[src/design/assert_macros.svh]
// assertion helpers, clocked on clk and disabled while arst_n is low
`ifndef ASSERT_MACROS_SVH
`define ASSERT_MACROS_SVH

`define TMA_ASSERT(label, prop, msg) \
	label: assert property (@(posedge clk) disable iff (!arst_n) prop) else $error(msg);

`define TMA_ASSERT_NEXT(label, cond, prop, msg) \
	label: assert property (@(posedge clk) disable iff (!arst_n) (cond) |=> (prop)) else $error(msg);

`endif

[src/design/tma_pkg.sv]
package tma_pkg;
	localparam int WINDOW_MAX_DEFAULT   = 64;
	localparam int SAMPLE_WIDTH_DEFAULT = 16;
	localparam int CFG_WIDTH            = 7;
	localparam int WINDOW_MIN           = 3;
	localparam logic [CFG_WIDTH-1:0] WINDOW_LENGTH_RESET = CFG_WIDTH'(8);
endpackage

[src/design/tma_if.sv]
interface tma_sample_if import tma_pkg::*; #(
	parameter int SAMPLE_WIDTH = SAMPLE_WIDTH_DEFAULT
) ();
	logic                           valid;
	logic                           ready;
	logic signed [SAMPLE_WIDTH-1:0] sample;
	modport source (output valid, output sample, input ready);
	modport sink (input valid, input sample, output ready);
endinterface

interface tma_average_if import tma_pkg::*; #(
	parameter int SAMPLE_WIDTH = SAMPLE_WIDTH_DEFAULT
) ();
	logic                           valid;
	logic                           ready;
	logic signed [SAMPLE_WIDTH-1:0] average;
	modport source (output valid, output average, input ready);
	modport sink (input valid, input average, output ready);
endinterface

interface tma_cfg_if import tma_pkg::*; ();
	logic                 valid;
	logic                 ready;
	logic [CFG_WIDTH-1:0] window_length;
	modport source (output valid, output window_length, input ready);
	modport sink (input valid, input window_length, output ready);
endinterface

[src/design/tma_ram.sv]
module tma_ram #(
	parameter int WIDTH = 16,
	parameter int DEPTH = 64
) (
	input  logic                     clk,
	input  logic                     we,
	input  logic [$clog2(DEPTH)-1:0] waddr,
	input  logic [WIDTH-1:0]         wdata,
	input  logic [$clog2(DEPTH)-1:0] raddr,
	output logic [WIDTH-1:0]         rdata
);
	logic [WIDTH-1:0] mem [DEPTH];

	always_ff @(posedge clk) begin
		if (we) begin
			mem[waddr] <= wdata;
		end
		rdata <= mem[raddr];
	end
endmodule

[src/design/tma_divider.sv]
module tma_divider #(
	parameter int DW = 23,
	parameter int NW = 7
) (
	input  logic          clk,
	input  logic          arst_n,
	input  logic          start,
	input  logic [DW-1:0] dividend,
	input  logic [NW-1:0] divisor,
	output logic [DW-1:0] quotient,
	output logic          done
);
	localparam int CNTW = $clog2(DW + 1);

	logic [NW-1:0]   rem_q;
	logic [DW-1:0]   quo_q;
	logic [NW-1:0]   div_q;
	logic [CNTW-1:0] cnt_q;
	logic            busy_q;
	logic            done_q;
	logic [NW:0]     shifted;
	logic            fits;
	logic [NW:0]     diff;

	// restoring division, one quotient bit per cycle
	assign shifted = {rem_q, quo_q[DW-1]};
	assign fits    = shifted >= {1'b0, div_q};
	assign diff    = shifted - {1'b0, div_q};

	always_ff @(posedge clk or negedge arst_n) begin
		if (!arst_n) begin
			busy_q <= 1'b0;
			done_q <= 1'b0;
			cnt_q  <= '0;
		end else begin
			done_q <= 1'b0;
			if (start) begin
				busy_q <= 1'b1;
				cnt_q  <= '0;
			end else if (busy_q) begin
				cnt_q <= cnt_q + CNTW'(1);
				if (cnt_q == CNTW'(DW - 1)) begin
					busy_q <= 1'b0;
					done_q <= 1'b1;
				end
			end
		end
	end

	always_ff @(posedge clk) begin
		if (start) begin
			rem_q <= '0;
			quo_q <= dividend;
			div_q <= divisor;
		end else if (busy_q) begin
			rem_q <= fits ? diff[NW-1:0] : shifted[NW-1:0];
			quo_q <= {quo_q[DW-2:0], fits};
		end
	end

	assign quotient = quo_q;
	assign done     = done_q;
endmodule

[src/design/trimmed_moving_average.sv]
// per sample: fill (while the window is not primed), write, scan, trim1, trim2, divgo, div,
//   finish; n the clamped window length, DW = SAMPLE_WIDTH + clog2(WINDOW_MAX) + 1
// a new sample is taken only in idle, after the previous result is loaded for output
// the scan reads all n window entries, the DW-bit bit-serial divider divides by n - 2
// reset: window length 8, window not primed, ring position 0; window ram is not cleared
`include "assert_macros.svh"

module trimmed_moving_average import tma_pkg::*; #(
	parameter int WINDOW_MAX   = WINDOW_MAX_DEFAULT,
	parameter int SAMPLE_WIDTH = SAMPLE_WIDTH_DEFAULT
) (
	input logic           clk,
	input logic           arst_n,
	tma_cfg_if.sink       cfg,
	tma_sample_if.sink    samples,
	tma_average_if.source averages
);
	localparam int AW   = $clog2(WINDOW_MAX);
	localparam int NW   = $clog2(WINDOW_MAX + 1);
	localparam int CW   = (NW > CFG_WIDTH) ? NW : CFG_WIDTH;
	localparam int SUMW = SAMPLE_WIDTH + AW + 1;

	typedef enum logic [3:0] {
		ST_IDLE,
		ST_FILL,
		ST_WRITE,
		ST_SCAN,
		ST_TRIM1,
		ST_TRIM2,
		ST_DIVGO,
		ST_DIV,
		ST_FINISH
	} st_t;

	st_t                       state_q;
	logic [CFG_WIDTH-1:0]      window_length_q;
	logic                      primed_q;
	logic [AW-1:0]             widx_q;
	logic [NW-1:0]             n_q;
	logic [NW-1:0]             cnt_q;
	logic [SAMPLE_WIDTH-1:0]   s_q;
	logic signed [SUMW-1:0]    sum_q;
	logic signed [SAMPLE_WIDTH-1:0] lo_q;
	logic signed [SAMPLE_WIDTH-1:0] hi_q;
	logic                      first_q;
	logic                      rd_vld_s1;
	logic                      neg_q;
	logic                      out_valid_q;
	logic [SAMPLE_WIDTH-1:0]   average_q;

	logic [CW-1:0]             wl_ext;
	logic [NW-1:0]             n_eff;
	logic [NW-1:0]             widx_inc;
	logic [AW-1:0]             widx_next;
	logic                      ram_we;
	logic [AW-1:0]             ram_waddr;
	logic [AW-1:0]             ram_raddr;
	logic [SAMPLE_WIDTH-1:0]   ram_rdata;
	logic signed [SAMPLE_WIDTH-1:0] rd_val;
	logic [SUMW-1:0]           mag;
	logic                      div_start;
	logic                      div_done;
	logic [SUMW-1:0]           div_quo;
	logic [SUMW-1:0]           quo_fix;
	logic                      out_free;

	// clamp the programmed length into 3..WINDOW_MAX
	always_comb begin
		wl_ext = CW'(window_length_q);
		if (wl_ext < CW'(WINDOW_MIN)) begin
			n_eff = NW'(WINDOW_MIN);
		end else if (wl_ext > CW'(WINDOW_MAX)) begin
			n_eff = NW'(WINDOW_MAX);
		end else begin
			n_eff = wl_ext[NW-1:0];
		end
	end

	assign widx_inc  = NW'(widx_q) + NW'(1);
	assign widx_next = (widx_inc >= n_q) ? '0 : widx_inc[AW-1:0];

	assign ram_we    = (state_q == ST_FILL) || (state_q == ST_WRITE);
	assign ram_waddr = (state_q == ST_FILL) ? cnt_q[AW-1:0] : widx_next;
	assign ram_raddr = cnt_q[AW-1:0];

	tma_ram #(
		.WIDTH(SAMPLE_WIDTH),
		.DEPTH(WINDOW_MAX)
	) u_ram (
		.clk  (clk),
		.we   (ram_we),
		.waddr(ram_waddr),
		.wdata(s_q),
		.raddr(ram_raddr),
		.rdata(ram_rdata)
	);

	assign rd_val    = $signed(ram_rdata);
	assign mag       = sum_q[SUMW-1] ? (SUMW'(0) - $unsigned(sum_q)) : $unsigned(sum_q);
	assign div_start = (state_q == ST_DIVGO);

	tma_divider #(
		.DW(SUMW),
		.NW(NW)
	) u_div (
		.clk     (clk),
		.arst_n  (arst_n),
		.start   (div_start),
		.dividend(mag),
		.divisor (n_q - NW'(2)),
		.quotient(div_quo),
		.done    (div_done)
	);

	assign quo_fix  = neg_q ? (SUMW'(0) - div_quo) : div_quo;
	assign out_free = !out_valid_q || averages.ready;

	assign cfg.ready        = 1'b1;
	assign samples.ready    = (state_q == ST_IDLE);
	assign averages.valid   = out_valid_q;
	assign averages.average = average_q;

	always_ff @(posedge clk or negedge arst_n) begin
		if (!arst_n) begin
			state_q         <= ST_IDLE;
			window_length_q <= WINDOW_LENGTH_RESET;
			primed_q        <= 1'b0;
			widx_q          <= '0;
			n_q             <= NW'(WINDOW_MIN);
			cnt_q           <= '0;
			first_q         <= 1'b0;
			rd_vld_s1       <= 1'b0;
			neg_q           <= 1'b0;
			out_valid_q     <= 1'b0;
		end else begin
			if (cfg.valid && cfg.ready) begin
				window_length_q <= cfg.window_length;
				primed_q        <= 1'b0;
			end
			// result held until taken, reloaded when finish hands over a new one
			out_valid_q <= ((state_q == ST_FINISH) && out_free) ||
				(out_valid_q && !averages.ready);
			rd_vld_s1 <= (state_q == ST_SCAN) && (cnt_q != n_q);

			case (state_q)
				ST_IDLE: begin
					if (samples.valid) begin
						s_q     <= samples.sample;
						n_q     <= n_eff;
						cnt_q   <= '0;
						state_q <= primed_q ? ST_WRITE : ST_FILL;
					end
				end
				ST_FILL: begin
					cnt_q <= cnt_q + NW'(1);
					if (cnt_q == n_q - NW'(1)) begin
						widx_q   <= '0;
						primed_q <= 1'b1;
						state_q  <= ST_WRITE;
					end
				end
				ST_WRITE: begin
					widx_q  <= widx_next;
					cnt_q   <= '0;
					first_q <= 1'b1;
					state_q <= ST_SCAN;
				end
				ST_SCAN: begin
					if (cnt_q != n_q) begin
						cnt_q <= cnt_q + NW'(1);
					end
					if (rd_vld_s1) begin
						first_q <= 1'b0;
						if (first_q) begin
							sum_q <= SUMW'(rd_val);
							lo_q  <= rd_val;
							hi_q  <= rd_val;
						end else begin
							sum_q <= sum_q + SUMW'(rd_val);
							if (rd_val < lo_q) begin
								lo_q <= rd_val;
							end
							if (rd_val > hi_q) begin
								hi_q <= rd_val;
							end
						end
						if (cnt_q == n_q) begin
							state_q <= ST_TRIM1;
						end
					end
				end
				ST_TRIM1: begin
					sum_q   <= sum_q - SUMW'(hi_q);
					state_q <= ST_TRIM2;
				end
				ST_TRIM2: begin
					sum_q   <= sum_q - SUMW'(lo_q);
					state_q <= ST_DIVGO;
				end
				ST_DIVGO: begin
					neg_q   <= sum_q[SUMW-1];
					state_q <= ST_DIV;
				end
				ST_DIV: begin
					if (div_done) begin
						state_q <= ST_FINISH;
					end
				end
				ST_FINISH: begin
					if (out_free) begin
						average_q <= quo_fix[SAMPLE_WIDTH-1:0];
						state_q   <= ST_IDLE;
					end
				end
				default: begin
					state_q <= ST_IDLE;
				end
			endcase
		end
	end

	`TMA_ASSERT(a_div_done_in_div, div_done |-> state_q == ST_DIV, "divider finished outside divide state")
	`TMA_ASSERT(a_ring_in_window, (primed_q && state_q == ST_IDLE) |-> NW'(widx_q) < n_eff, "ring position beyond window")
	`TMA_ASSERT(a_min_le_max, state_q == ST_TRIM1 |-> lo_q <= hi_q, "scan minimum above maximum")
	`TMA_ASSERT_NEXT(a_result_loaded, state_q == ST_FINISH && out_free, averages.valid && state_q == ST_IDLE, "result not presented after finish")
endmodule
[src/flat_wrapper.sv]
// flat-port wrapper written by rule: the top's interface ports become plain ports
module trimmed_moving_average_flat import tma_pkg::*;
#(
	parameter int WINDOW_MAX   = WINDOW_MAX_DEFAULT,
	parameter int SAMPLE_WIDTH = SAMPLE_WIDTH_DEFAULT
)
  (clk, arst_n, cfg_valid, cfg_window_length, cfg_ready, samples_valid, samples_sample, samples_ready, averages_valid, averages_average, averages_ready);
  tma_cfg_if cfg_i ();
  tma_sample_if #(.SAMPLE_WIDTH(SAMPLE_WIDTH)) samples_i ();
  tma_average_if #(.SAMPLE_WIDTH(SAMPLE_WIDTH)) averages_i ();
  input logic clk;
  input logic arst_n;
  input wire logic [$bits(cfg_i.valid)-1:0] cfg_valid;
  input wire logic [$bits(cfg_i.window_length)-1:0] cfg_window_length;
  output wire logic [$bits(cfg_i.ready)-1:0] cfg_ready;
  input wire logic [$bits(samples_i.valid)-1:0] samples_valid;
  input wire logic [$bits(samples_i.sample)-1:0] samples_sample;
  output wire logic [$bits(samples_i.ready)-1:0] samples_ready;
  output wire logic [$bits(averages_i.valid)-1:0] averages_valid;
  output wire logic [$bits(averages_i.average)-1:0] averages_average;
  input wire logic [$bits(averages_i.ready)-1:0] averages_ready;
  assign cfg_i.valid = cfg_valid;
  assign cfg_i.window_length = cfg_window_length;
  assign cfg_ready = cfg_i.ready;
  assign samples_i.valid = samples_valid;
  assign samples_i.sample = samples_sample;
  assign samples_ready = samples_i.ready;
  assign averages_valid = averages_i.valid;
  assign averages_average = averages_i.average;
  assign averages_i.ready = averages_ready;
  trimmed_moving_average #(.WINDOW_MAX(WINDOW_MAX), .SAMPLE_WIDTH(SAMPLE_WIDTH)) u_core (.clk(clk), .arst_n(arst_n), .cfg(cfg_i), .samples(samples_i), .averages(averages_i));
endmodule
[config.mk]
export PLATFORM = sky130hd
export DESIGN_NAME = trimmed_moving_average_flat
export DESIGN_NICKNAME = d
export VERILOG_FILES = /design/src/design/tma_pkg.sv /design/src/design/tma_if.sv /design/src/design/tma_ram.sv /design/src/design/tma_divider.sv /design/src/design/trimmed_moving_average.sv /design/src/flat_wrapper.sv
export VERILOG_INCLUDE_DIRS = /design/src /design/src/design
export SDC_FILE = /design/constraint.sdc
export NUM_CORES = 2
export LEC_CHECK = 0
export ABC_AREA = 1
export ABC_CLOCK_PERIOD_IN_PS = 4100
export BUFFER_PORTS_ARGS = -buffer_cell sky130_fd_sc_hd__buf_2
export CORE_UTILIZATION = 35
export DETAILED_ROUTE_END_ITERATION = 8
export SYNTH_ARGS = -nofsm -noshare
export SYNTH_HDL_FRONTEND = slang
export SYNTH_SLANG_ARGS = --single-unit
[constraint.sdc]
create_clock -name clk -period 4.1 [get_ports clk]
set_clock_uncertainty 0.2 [all_clocks]
set_input_delay 0.205 -clock clk [delete_from_list [all_inputs] [get_ports clk]]
set_output_delay 0.205 -clock clk [all_outputs]
set_load 0.02 [all_outputs]
# After elaboration in Yosys (flattened, before gate mapping)

Memories as Yosys holds them, arrays and structs flattened. A register that Yosys moved wholly into a read port is not among the register bits.
Cells that the tools add are included.
W data, S select, Z words.

Add/sub/neg operators: 11
$lt $le $gt $ge: 6
Equal/unequal tests: 19
Multiplexer cells: 44
Reductions and logical operators: 26

Operators with widths:

| operator                | count |
|---|---|
| $mux W23                | 5 |
| $mux W16                | 5 |
| $pmux W23 S3            | 1 |
| $sub A23 B16 Y23        | 2 |
| $pmux W4 S9             | 1 |
| $mux W7                 | 5 |
| $pmux W7 S4             | 1 |
| $mux W4                 | 6 |
| $add A23 B16 Y23        | 1 |
| $sub A1 B23 Y23 const A | 1 |
| $mux W6                 | 3 |
| $eq A4 B3 Y1 const B    | 4 |
| $gt A16 B16 Y1          | 1 |
| $lt A16 B16 Y1          | 1 |
| $sub A1 B16 Y16 const A | 1 |
| $eq A7 B7 Y1            | 2 |
| $mux W1                 | 12 |
| $pmux W6 S2             | 1 |
| $reduce_and A3 Y1       | 4 |
| $mux W5                 | 2 |
| $ne A2 B2 Y1 const B    | 5 |
| $reduce_bool A2 Y1      | 5 |
| $eq A4 B2 Y1 const B    | 2 |
| $ge A8 B7 Y1            | 1 |
| 25 further kinds        | 34 |

Register bits after elaboration: 167
Memory bits (writable): 1024
Bits of input ports: 28
Output and inout port bits: 19
Word-level logic and storage cells: 128
Memories kept: 1

Memory list:

| name             | words | bits a word | read ports | clocked after Yosys merged registers in | write ports | line          | text |
|---|---|---|---|---|---|---|---|
| u_core.u_ram.mem | 64    | 16          | 1          | 1                                       | 1           | tma_ram.sv:12 | `logic [WIDTH-1:0] mem [DEPTH];` |

# Logic depth before layout (Yosys ltp)

Depth in word-level cells: 4
Depth in mapped cells: 21
Mapped depth without buffers: 19

# Modules after synthesis

From an unflattened synthesis, not the netlist that was laid out.

Cells, all modules: 5171
Area total of the unflattened synthesis: 54468.5 um^2

By module, submodules not included:

| module                 | times used | cells each | area an instance (um^2) |
|---|---|---|---|
| tma_ram                | 1          | 3517       | 42099.1 |
| trimmed_moving_average | 1          | 1400       | 10154.7 |
| tma_divider            | 1          | 254        | 2214.6 |

# Least setup slack after synthesis

OpenSTA, ideal clock, no wires.

Kind: register -> register
From: register u_core.widx_q[0]
To: memory u_core.u_ram.mem[16][0] (enable)
Library setup time: 0.388 ns
Data arrival time: 3.061 ns
Data required time: 3.512 ns
Slack: 0.451 ns
Cell stages (with the launch flop): 18
Clock period less this slack: 3.649 ns
Cell sequence: dfrtp_1 > ha_1 > nand2_1 > inv_1 > nand2_1 > xor2_1 > inv_1 > ha_1 > nand2_1 > a21oi_1 > nor2_1 > and2_1 > buf_6 > nand3_2 > nand2_1 > nand2_1 > nand4_1 > nor2_1

Word-level cells in the longest chain between the ends: 4

Ends and longest elaborated chain:

| element                  | line                          | text |
|---|---|---|
| start: declaration       | trimmed_moving_average.sv:38  | `logic [AW-1:0] widx_q;` |
| start signal: assignment | trimmed_moving_average.sv:163 | `widx_q <= widx_next;` |
| $add A6 B1 Y7 *          | trimmed_moving_average.sv:79  | `assign widx_inc = NW'(widx_q) + NW'(1);` |
| $ge A7 B7 Y1             | trimmed_moving_average.sv:80  | `assign widx_next = (widx_inc >= n_q) ? '0 : widx_inc[AW-1:0];` |
| $mux W6 *                | trimmed_moving_average.sv:80  |  |
| $mux W6 *                | trimmed_moving_average.sv:83  | `assign ram_waddr = (state_q == ST_FILL) ? cnt_q[AW-1:0] : widx_next;` |
| end: declaration         | tma_ram.sv:12                 |  |

Mark *: on every way between the ends. The rest lies on a longest branch, timed or not.

# Worst setup path in the final report

From: register u_core.widx_q[0]
To: memory u_core.u_ram.mem[36][9] (enable)

The elaborated chain is that of the path after synthesis.

==> impl_metrics.py <==
metrics = {
    "timing": {
        "layout_worst_path_cycle_share": 0.934,
        "fin_crit_ns": 3.83,
        "layout_setup_ws_ns": 0.269,
        "slew_violations": 0,
        "setup_violations": 0,
        "tightest_slew_ns": 1.37,
        "rsz0062_at_grt": "true",
        "fmax_mhz": 261,
        "fin_hold_ws_ns": 0.186,
        "finalHoldViolCount": 0,
        "maxSlewHeadroom": 0.0817,
    },
    "placement": {
        "dpl_cell_area_um2": 56300,
        "dp_slack_ns": 0.178,
        "hpwl_um": 94400,
        "portBuffers": 45,
        "gp_congestion": 0.918,
    },
    "setup_path": {
        "crit_buf_inv": 4,
        "cp_slowest_cell": "dfrtp_1",
        "cpPeakStageDelay_ns": 0.43,
        "crit_arrival_ns": 4.08,
        "path_class": "reg -> reg",
        "worstPathRequired_ns": 4.35,
        "end_kind": "register",
        "setup.worst_path.start_class": "register",
        "crit_fanout": 16,
        "critPathTopFamily": "simple AND/OR/NAND/NOR gates",
        "crit_top_cell": "nand2_1",
        "path_cells": "ha_1, nand2_1, inv_1, nand2_1, xor2_1, inv_1, ha_1, nand2_1, nor2_1, nand2_1, and2_2, nand3_2, nand2_1, nand2_1, nand3_2, buf_12, nor2_1, buf_12",
    },
    "cts": {
        "root_buffer": "clkbuf_16",
        "clk-insertion-delay-late_ns": 0.80,
        "cts_tree": "built",
        "path_clk_slew_ns": 0.07,
        "cts_buffer_depth": 3,
        "clkSinkCount": 1207,
        "cts_buffers": 120,
        "htreeDepth": 3,
    },
    "global_routing": {
        "grt_max_degree": 127,
        "grt_use_total": 0.194,
        "overflow": 0,
        "grt_first_pass_wirelength_um": 222000,
        "grt_pass1_vias": 34800,
        "antenna_found_initial": 4,
    },
    "logic_synthesis": {
        "synth_commonest_cells": "1,141 x edfxtp_1, 775 x nor2_1, 661 x nand2_1",
        "synth.avg_cell_area_um2": 11.3,
        "syn_nets": 4818,
        "yosysWarnings": 0,
        "ys_ff_latch": 1207,
        "synth-edff-count": 1141,
        "synthTopCellsByArea": "edfxtp_1 65%, o21ai_0 5.6%, nor2_1 5.5%",
        "yosysSeqAreaShare": 0.677,
        "synth_ff_type": "edfxtp_1",
        "syn_area_um2": 52900,
        "netlist.top_cell.by_area": "edfxtp_1",
        "postSynthCellCount": 4690,
        "yosys.area.top_type_share": 0.648,
        "synth_cell_types": 53,
        "synth_most_common_cell": "edfxtp_1",
        "async_reset_ff_frac": 0.0356,
    },
    "finish": {
        "regArea_um2": 35800,
        "stdcell_area_um2": 60800,
        "nets": 4985,
        "area_growth_syn_to_layout_pct": 15.1,
        "multiInputGateArea_um2": 15100,
        "num_antenna_cells": 0,
        "drive_gt1_frac": 0.0896,
        "fill_cells": 14000,
    },
    "detailed_routing": {
        "antenna_left": 0,
        "drt-initial-drc-count": 3938,
        "wl_per_cell_um": 21.6,
        "first_pass_iters": 6,
        "wl_met2_um": 71000,
        "drc": 0,
        "vias": 36600,
        "top_layer": "met5",
        "met3_length_um": 12100,
        "viasPerCell": 5.24,
        "wl_met1_um": 63500,
        "routed_wl_um": 150000,
    },
    "floorplanning": {
        "die-area_um2": 153000,
        "die_x_um": 391,
        "io_pins": 47,
        "placementRows": 142,
        "initial_core_util": 0.353,
        "fp.coreArea_um2": 150000,
        "dieHeight_um": 391,
    },
    "pwr": {
        "pwr_density_cell_nw_per_um2": 664,
        "p_leak_nw": 21.5,
        "ir_worst_vdd_uv": 421,
    },
    "job": {
        "drv_cap": 0,
    },
    "status": {
        "outcome": "completed",
    },
    "hold_path": {
        "hp-class": "in -> reg",
    },
}
## flip-flops by register name (all words and copies together), names as in the netlist, 4 cells and up
signal,count
u_core.u_ram.mem,1024
u_core.s_q,16
u_core.cnt_q,7
u_core.window_length_q,7
u_core.averages.average,16
u_core.u_div.div_q,7
u_core.sum_q,23
u_core.widx_q,6
u_core.u_div.rem_q,7
u_core.hi_q,16
u_core.n_q,7
u_core.lo_q,16
u_core.state_q,4
u_core.u_div.quotient,23
u_core.u_ram.rdata,16
u_core.u_div.cnt_q,5
## what timing repair did
action	CTS	global route
buffers inserted	0	3
gates resized for setup	0	10
setup endpoints to repair	0	696
hold endpoints to repair	102	0
hold buffers	63	0
## worst min-delay path, cell delays in order
cell and delay (ns):
dlygate4sd3_1 0.52, buf_2 0.25, o21ai_0 0.11
## logic make-up (layout without fill, tap and decap cells)
| family | count (synthesis) | in the layout | synth area share |
|---|---|---|---|
| other | 1 | 1 | 0.0000709 |
| AND/OR/NAND/NOR | 1762 | 1762 | 0.136 |
| XOR/XNOR | 63 | 63 | 0.0104 |
| flip-flops | 1207 | 1207 | 0.677 |
| adder cells (fa/ha/maj) | 100 | 100 | 0.0241 |
| multiplexers | 5 | 5 | 0.00107 |
| buffers and inverters | 490 | 757 | 0.0376 |
| AO/OA/AOI/OAI | 1062 | 1062 | 0.113 |
## routing by layer
layer | global-route usage | up-vias
met5 | 0 | -
met4 | 0.0526 | 4
met3 | 0.0360 | 228
met2 | 0.315 | 1443
met1 | 0.266 | 17800
li1 | - | 17100
## cells in the final DEF (no fill, tap or decap), types with 7 or more instances in the layout
| cell type | Yosys | layout |
|---|---|---|
| a21oi_1 | 128 | 128 |
| a22oi_1 | 34 | 34 |
| buf_12 | 0 | 31 |
| buf_2 | 72 | 45 |
| buf_4 | 10 | 137 |
| bufinv_16 | 0 | 8 |
| clkbuf_1 | 130 | 28 |
| clkbuf_16 | 0 | 121 |
| clkinv_1 | 7 | 33 |
| clkinv_2 | 0 | 18 |
| dfrtp_1 | 40 | 37 |
| dfxtp_1 | 23 | 23 |
| dlygate4sd3_1 | 0 | 63 |
| edfxtp_1 | 1141 | 1141 |
| ha_1 | 97 | 97 |
| inv_1 | 244 | 242 |
| nand2_1 | 661 | 659 |
| nand3_1 | 221 | 221 |
| nand3_2 | 7 | 7 |
| nand3b_1 | 10 | 10 |
| nand4_1 | 27 | 27 |
| nor2_1 | 775 | 768 |
| nor2_2 | 6 | 11 |
| nor3_1 | 26 | 25 |
| o211ai_1 | 129 | 129 |
| o21ai_0 | 591 | 591 |
| o21ai_1 | 35 | 35 |
| o21bai_1 | 13 | 13 |
| o221ai_1 | 12 | 12 |
| o22ai_1 | 100 | 100 |
| or2_2 | 8 | 8 |
| xnor2_1 | 21 | 21 |
| xor2_1 | 42 | 42 |
## power by group
group / internal (mW) / total (mW) / switching (mW)
clock network: 6.05 / 10.8 / 4.77
registers: 14.9 / 15.7 / 0.793
logic: 4.10 / 13.8 / 9.74
## stage by stage
stage | cells | power [mW] | TNS (ns) | utilization
6_report | 6973 | 40.4 | 0 | 0.406
5_1_grt | 6973 | 42.5 | -0.973 | 0.406
4_1_cts | 6970 | 40.4 | 0 | 0.406
3_5_place_dp | 6685 | 29.6 | 0 | 0.376
3_3_place_gp | 6685 | 29.5 | 0 | 0.376
2_1_floorplan | 4690 | 24.5 | 0 | -
## final timing paths
path,startpoint,end,depth (start not counted),slack (ns)
worst min register to register,u_core.u_div.cnt_q[4],u_core.u_div.cnt_q[4],1,0.27
worst max-delay path,u_core.widx_q[0],u_core.u_ram.mem[36][9],18,0.27
max in group asynchronous,arst_n,u_core.primed_q,4,2.17
worst max register to register,u_core.widx_q[0],u_core.u_ram.mem[36][9],18,0.27
worst min-delay path,cfg_valid,u_core.primed_q,3,0.19
min in group asynchronous,arst_n,u_core.n_q[1],3,0.44
## area by class of cell
cell class,instances,share of cell area
clock buffer,155,0.0529
tap,2016,0.0415
sequential,1207,0.589
clock inverter,67,0.0110
timing repair buffer,278,0.0416
inverter,257,0.0160
multi-input combinational,2993,0.248
No activity file was read; power rests on OpenSTA's default activity.
